--- src/accm_pkg.sv ---
`timescale 1ns / 1ps
package accm_pkg;

    localparam int MaxTagBytes = 4;
    localparam int QueueDepth  = 4;

    typedef enum logic [1:0] {
        REQ_START   = 2'd0,
        REQ_HEADER  = 2'd1,
        REQ_PAYLOAD = 2'd2,
        REQ_TAG     = 2'd3
    } req_kind_t;

    typedef enum logic [1:0] {
        KIND_PAYLOAD = 2'd0,
        KIND_TAG     = 2'd1,
        KIND_VERDICT = 2'd2
    } out_kind_t;

    typedef enum logic [2:0] {
        CFG_KEY_HIGH   = 3'd0,
        CFG_KEY_LOW    = 3'd1,
        CFG_NONCE_HIGH = 3'd2,
        CFG_NONCE_LOW  = 3'd3,
        CFG_MIC_LENGTH = 3'd4
    } cfg_index_t;

    typedef enum logic [1:0] {
        PH_IDLE    = 2'd0,
        PH_HEADER  = 2'd1,
        PH_PAYLOAD = 2'd2,
        PH_TAG     = 2'd3
    } phase_t;

    typedef enum logic [3:0] {
        ST_FETCH,
        ST_B0,
        ST_S0,
        ST_HDR_AES,
        ST_KS,
        ST_PAY,
        ST_MAC_AES,
        ST_TAGS,
        ST_VERDICT
    } back_state_t;

    typedef struct packed {
        req_kind_t   kind;
        logic        decrypt;
        logic [6:0]  hdr_len;
        logic [6:0]  pay_len;
        logic [7:0]  data;
    } item_t;

    typedef struct packed {
        logic busy;
        logic done;
    } aes_stat_t;

    localparam logic [7:0] FLAG_ADATA = 8'h40;
    localparam logic [7:0] FLAG_BASE  = 8'h09;
    localparam logic [7:0] FLAG_CTR   = 8'h01;

    localparam logic [7:0] SBOX [256] = '{
        8'h63,8'h7c,8'h77,8'h7b,8'hf2,8'h6b,8'h6f,8'hc5,8'h30,8'h01,8'h67,8'h2b,8'hfe,8'hd7,8'hab,8'h76,
        8'hca,8'h82,8'hc9,8'h7d,8'hfa,8'h59,8'h47,8'hf0,8'had,8'hd4,8'ha2,8'haf,8'h9c,8'ha4,8'h72,8'hc0,
        8'hb7,8'hfd,8'h93,8'h26,8'h36,8'h3f,8'hf7,8'hcc,8'h34,8'ha5,8'he5,8'hf1,8'h71,8'hd8,8'h31,8'h15,
        8'h04,8'hc7,8'h23,8'hc3,8'h18,8'h96,8'h05,8'h9a,8'h07,8'h12,8'h80,8'he2,8'heb,8'h27,8'hb2,8'h75,
        8'h09,8'h83,8'h2c,8'h1a,8'h1b,8'h6e,8'h5a,8'ha0,8'h52,8'h3b,8'hd6,8'hb3,8'h29,8'he3,8'h2f,8'h84,
        8'h53,8'hd1,8'h00,8'hed,8'h20,8'hfc,8'hb1,8'h5b,8'h6a,8'hcb,8'hbe,8'h39,8'h4a,8'h4c,8'h58,8'hcf,
        8'hd0,8'hef,8'haa,8'hfb,8'h43,8'h4d,8'h33,8'h85,8'h45,8'hf9,8'h02,8'h7f,8'h50,8'h3c,8'h9f,8'ha8,
        8'h51,8'ha3,8'h40,8'h8f,8'h92,8'h9d,8'h38,8'hf5,8'hbc,8'hb6,8'hda,8'h21,8'h10,8'hff,8'hf3,8'hd2,
        8'hcd,8'h0c,8'h13,8'hec,8'h5f,8'h97,8'h44,8'h17,8'hc4,8'ha7,8'h7e,8'h3d,8'h64,8'h5d,8'h19,8'h73,
        8'h60,8'h81,8'h4f,8'hdc,8'h22,8'h2a,8'h90,8'h88,8'h46,8'hee,8'hb8,8'h14,8'hde,8'h5e,8'h0b,8'hdb,
        8'he0,8'h32,8'h3a,8'h0a,8'h49,8'h06,8'h24,8'h5c,8'hc2,8'hd3,8'hac,8'h62,8'h91,8'h95,8'he4,8'h79,
        8'he7,8'hc8,8'h37,8'h6d,8'h8d,8'hd5,8'h4e,8'ha9,8'h6c,8'h56,8'hf4,8'hea,8'h65,8'h7a,8'hae,8'h08,
        8'hba,8'h78,8'h25,8'h2e,8'h1c,8'ha6,8'hb4,8'hc6,8'he8,8'hdd,8'h74,8'h1f,8'h4b,8'hbd,8'h8b,8'h8a,
        8'h70,8'h3e,8'hb5,8'h66,8'h48,8'h03,8'hf6,8'h0e,8'h61,8'h35,8'h57,8'hb9,8'h86,8'hc1,8'h1d,8'h9e,
        8'he1,8'hf8,8'h98,8'h11,8'h69,8'hd9,8'h8e,8'h94,8'h9b,8'h1e,8'h87,8'he9,8'hce,8'h55,8'h28,8'hdf,
        8'h8c,8'ha1,8'h89,8'h0d,8'hbf,8'he6,8'h42,8'h68,8'h41,8'h99,8'h2d,8'h0f,8'hb0,8'h54,8'hbb,8'h16
    };

    function automatic logic [7:0] xtime(input logic [7:0] x);
        return {x[6:0], 1'b0} ^ (x[7] ? 8'h1b : 8'h00);
    endfunction

    // Byte idx of a block, byte 0 being the most significant.
    function automatic logic [7:0] blk_byte(input logic [127:0] blk, input logic [3:0] idx);
        logic [127:0] t;
        t = blk << {idx, 3'b000};
        return t[127:120];
    endfunction

    function automatic logic [127:0] blk_xor_byte(input logic [127:0] blk,
                                                  input logic [3:0] idx,
                                                  input logic [7:0] b);
        return blk ^ ({b, 120'd0} >> {idx, 3'b000});
    endfunction

endpackage

--- src/accm_front.sv ---
`timescale 1ns / 1ps
module accm_front (
    input  logic              clk,
    input  logic              rst_n,
    input  logic              in_valid,
    output logic              in_stall,
    input  logic [1:0]        req_type,
    input  logic              decrypt_mode,
    input  logic [6:0]        header_length,
    input  logic [6:0]        payload_length,
    input  logic [7:0]        data_byte,
    output accm_pkg::item_t   q_item,
    output logic              q_valid,
    input  logic              q_pop
);
    import accm_pkg::*;

    item_t      mem [QueueDepth];
    logic [1:0] wr_ptr_reg, rd_ptr_reg;
    logic [2:0] count_reg;
    logic       push;
    item_t      in_item;

    always_comb
    begin
        in_item.kind    = req_kind_t'(req_type);
        in_item.decrypt = decrypt_mode;
        in_item.hdr_len = header_length;
        in_item.pay_len = payload_length;
        in_item.data    = data_byte;
    end

    assign in_stall = (count_reg == 3'(QueueDepth));
    assign push     = in_valid && !in_stall;
    assign q_valid  = (count_reg != 3'd0);
    assign q_item   = mem[rd_ptr_reg];

    always_ff @(posedge clk)
    begin
        if (push)
        begin
            mem[wr_ptr_reg] <= in_item;
        end
    end

    always_ff @(posedge clk or negedge rst_n)
    begin
        if (!rst_n)
        begin
            wr_ptr_reg <= '0;
            rd_ptr_reg <= '0;
            count_reg  <= '0;
        end
        else
        begin
            if (push)
            begin
                wr_ptr_reg <= wr_ptr_reg + 2'd1;
            end
            if (q_pop)
            begin
                rd_ptr_reg <= rd_ptr_reg + 2'd1;
            end
            count_reg <= count_reg + 3'(push) - 3'(q_pop);
        end
    end

    a_no_pop_empty: assert property (@(posedge clk) disable iff (!rst_n)
        q_pop |-> q_valid) else $error("pop from empty queue");
    a_count_range: assert property (@(posedge clk) disable iff (!rst_n)
        count_reg <= 3'(QueueDepth)) else $error("queue count overflow");
    a_full_hold: assert property (@(posedge clk) disable iff (!rst_n)
        (in_stall && !q_pop) |=> in_stall) else $error("full queue lost entries");

endmodule

--- config.mk ---
export PLATFORM = sky130hd
export DESIGN_NAME = accm_front
export DESIGN_NICKNAME = d
export VERILOG_FILES = /design/src/accm_pkg.sv /design/src/accm_front.sv
export SDC_FILE = /design/constraint.sdc
export NUM_CORES = 1
export LEC_CHECK = 0
export ABC_AREA = 1
export BUFFER_PORTS_ARGS = -buffer_cell sky130_fd_sc_hd__buf_2
export CORE_UTILIZATION = 52
export CTS_CLUSTER_DIAMETER = 200
export DETAILED_ROUTE_END_ITERATION = 12
export PLACE_DENSITY = 0.76
export SYNTH_ARGS = -nofsm -noshare
export SYNTH_HDL_FRONTEND = slang
export SYNTH_SLANG_ARGS = --single-unit
--- constraint.sdc ---
create_clock -name clk -period 2.34 [get_ports clk]
set_clock_uncertainty 0.15 [all_clocks]
set_input_delay 0.351 -clock clk [delete_from_list [all_inputs] [get_ports clk]]
set_output_delay 0.351 -clock clk [all_outputs]
set_load 0.05 [all_outputs]
==> Word level (Yosys, flattened, before mapping) <==
Memory sizes are Yosys's and may differ from the RTL's.
Cells that the tools add are included.
{ "totals": {"ramBits": 100, "mem_count": 1, "output_inout_bits": 27, "inputBits": 29, "regBits": 7, "wordCells": 14} }
{ "classes": {"n_eq_ne": 1, "reduce_logical": 3, "n_addsub": 4, "muxes": 2} }
{ "mem_list": {"columns": ["memory", "words", "word_bits", "rd", "rd_clocked_by_memory_dff", "write_ports", "line_no", "rtl"], "rows": [
  ["mem", 4, 25, 1, 0, 1, "accm_front.sv:18", "item_t mem [QueueDepth];"]
]} }
{ "op_table": {"columns": ["operator", "count"], "rows": [
  ["adder 2 x 1 -> 2 bit, second input constant", 2],
  ["adder 3 x 1 -> 3 bit", 1],
  ["== test 3 bit, second input constant", 1],
  ["nonzero test 3 bit", 1],
  ["subtractor 3 x 1 -> 3 bit", 1],
  ["two-way mux 1 bit", 2],
  ["logical AND 1 bit", 1],
  ["logical NOT 1 bit", 1]
]} }

==> Longest topological paths before layout <==
{ "depth": {"word_depth": 5, "depth_mapped": 11} }

==> Worst setup path after synthesis <==
OpenSTA, ideal clock, no wires.
{ "synth_path": {"kind": "register -> register", "startpoint": "register count_reg[1]", "endpoint": "memory mem[2][0] (netlist name) (enable)", "arrival_time_ps": 1772, "stages_incl_launch_ff": 5, "setup_slack_ps": 11, "path_cell_list": "dfrtp_1 > nor2_1 > nand2_1 > nand2_2 > nor2_1"} }
{ "synth_via": {"elab_chain_len": 5} }
{ "synth_rtl": {"columns": ["item", "line_no", "rtl"], "rows": [
  ["start: declaration", "accm_front.sv:20", "logic [2:0] count_reg;"],
  ["start signal: assignment", "accm_front.sv:64", "count_reg <= count_reg + 3'(push) - 3'(q_pop);"],
  ["== test 3 bit", "accm_front.sv:33", "assign in_stall = (count_reg == 3'(QueueDepth));"],
  ["logical NOT 1 bit", "accm_front.sv:34", "assign push = in_valid && !in_stall;"],
  ["logical AND 1 bit", "accm_front.sv:34", null],
  ["two-way mux 1 bit", "accm_front.sv:40", "if (push)"],
  ["two-way mux 1 bit (implied by the code)", "accm_front.sv:42", "mem[wr_ptr_reg] <= in_item;"],
  ["end: declaration", "accm_front.sv:18", null]
]} }
No other way between the ends.

==> qor.txt <==
status -> finished, final reports clean
clock transition at the registers of the reported paths -> 110 ps
WP buf/inv -> 2
Site Rows -> 33
largest net degree at the start of global routing -> 41
worst slew pin tran -> 320 ps
pre-CTS setup slack -> 433 ps
Sw Ratio -> 0.461
Flop pwr share -> 0.384
worst hold endpoint -> mem[1][16]
hold wc startpoint -> header_length[1]
Max Slew Vio Count -> 0
CTS tree -> yes
cts bufs inserted -> 9
Power, Total -> 0.00707 W
Synth area leader -> edfxtp_1
CP max FO -> 18
IO buf count -> 55
Post-Syn Instances -> 345
worst endpoint required time -> 1840 ps
Synth area leaders -> edfxtp_1, o211ai_1, nand2_1
clock share of power -> 0.150
Synth Register Bits -> 107
Fin Setup TNS -> 0 ps
hold crit path type -> input pin to flop
Slew Limit Headroom -> 0.787
most frequent CP cell -> nand2_1
kind of critical path -> flop to output pin
Post-Synthesis Net Count -> 380
overall global routing resource usage -> 0.183
Initial DRC Count -> 154
Post-CTS Setup Bufs -> 0
drt wl/cell -> 14.1 um
Pleak -> 2.10 nW
Cell variety after synth -> 15
First-pass DRT Iterations -> 4
Final nets -> 444
initial antenna violation count -> 0
CP startpoint kind -> flop
layout cells sized above 1 -> 0.217
Pwr Density -> 1400 nW/um^2
total routed wirelength -> 7.32 mm
grt ovf -> 0
CP Capture Type -> output pin
GP Congestion -> 0.764
DR vias -> 2,616
CTS Buffer Depth -> 2
Post-Synthesis Cell Area -> 4380 um^2
DPL Wire Length -> 4.81 mm
final hold vios -> 0
Top Family by Delay on Critical Path -> flip-flops
Avg Synthesized Cell Area -> 12.7 um^2
sequential area share after synthesis -> 0.725
Die Y-Extent -> 93.8 um
Vias/cell -> 5.04
final period utilization -> 0.947
worst vdd ir -> 0.912 mV
post-route setup slack -> 123 ps
max cap viols -> 0
I/O pin total -> 56
CORE AREA -> 8180 um^2
clock root cell -> clkbuf_8
die width -> 93.8 um
hold path cells -> 1
critical-path cell list -> buf_4 -> nand2_1 -> o211ai_1 -> nand2_1 -> buf_2
most common cell after layout, fill and taps aside -> edfxtp_1
initial core utilization -> 0.536
Worst Path Arrival -> 1720 ps
# DRC -> 0
worst r2r src -> count_reg[1]
R2R cell count -> 10
RSZ-0062 raised after global routing -> no
fmax -> 0.451 GHz
slowest stage delay, CP -> 590 ps
# diodes -> 0
min cycle time layout -> 2220 ps
R2R setup slack -> 430 ps
Critical R2R Capture -> count_reg[2]
worst skew pair latency -> 360 ps
cell internal pwr -> 0.00381 W
max reg flops -> 100
YS warnings -> 0
number of global-route vias before repair -> 2,464
Synth top area share -> 0.685
Psw -> 0.00326 W
Sink Count -> 107
Routed Antenna Nets -> 0
first-pass GRT wire length -> 11.6 mm
post-synthesis to final-layout area growth -> 15.5%
critical path's slowest cell -> dfrtp_4
Die ar. -> 8800 um^2
number of fill cells -> 659
utilization of the core after routing -> 0.619
most frequent cells in the layout -> edfxtp_1, nand2_1, inv_1
endpoints failing setup -> 0
Gate power share -> 0.466
H-tree levels -> 3
## area by class of cell
cell class,count,area [um^2],area share
clock buffers,10,128,0.0252
clock inverters,6,56.3,0.0111
inverters,65,246,0.0487
multi-input cells,157,885,0.175
flip-flops and latches,107,3180,0.629
well taps,105,131,0.0260
repair buffers,69,433,0.0855
## metrics by stage
step                area, um^2  instances  hold WS (ps)
global route              5060        519          12.4
floorplan                 4380        345         -94.6
CTS                       5060        519          19.5
global placement          4860        502          41.5
detailed placement        4860        502          44.2
finish                    5060        519          41.2
## how the worst max path moves through the flow
stage          slack, ps            to          start  cells past startpoint
5_1_grt                3     q_item[6]  rd_ptr_reg[0]                      5
3_5_place_dp         430  count_reg[2]   count_reg[1]                     10
3_3_place_gp         520  count_reg[2]   count_reg[1]                     10
4_1_cts               80    q_item[23]  rd_ptr_reg[0]                      4
2_1_floorplan         10     mem[2][0]   count_reg[1]                      4
6_report             120    q_item[19]  rd_ptr_reg[0]                      5
## Yosys cell counts
cell type,instances
nor2_1,5
o211ai_1,50
inv_1,64
dfrtp_1,7
buf_2,8
inv_4,1
ha_1,5
nand2_2,1
edfxtp_1,100
nand2_1,89
nand3_1,4
buf_6,1
buf_4,7
xor2_1,2
fa_1,1
## power by group through the flow
stage               logic (W)  registers, W  clock network, W
floorplan             0.00258       0.00267                 0
global placement      0.00328       0.00274                 0
detailed placement    0.00334       0.00276                 0
CTS                   0.00334       0.00272           0.00109
global route          0.00358       0.00276           0.00115
finish                0.00329       0.00271           0.00106
## cells by family after synthesis
kind of cell,share of synthesized area
AO/OA/AOI/OAI,0.0856
XOR/XNOR,0.00400
adder cells (fa/ha/maj),0.0188
buffers and inverters,0.0799
flip-flops,0.725
AND/OR/NAND/NOR,0.0865
## what timing repair did
item,4_1_cts,5_1_grt
hold endpoints to repair,7,0
hold buffers,1,0
resized for setup,0,1
endpoints found under the setup margin,0,3
## metal layers
layer | track usage | up-vias | share of wire
li1 | - | 1299 | -
met1 | 0.218 | 1255 | 0.42
met2 | 0.318 | 60 | 0.54
met3 | 0.0413 | 2 | 0.038
met4 | 0.0769 | 0 | 0.0053
met5 | 0 | - | 0
Note: power is estimated with default switching activity, not from simulation.
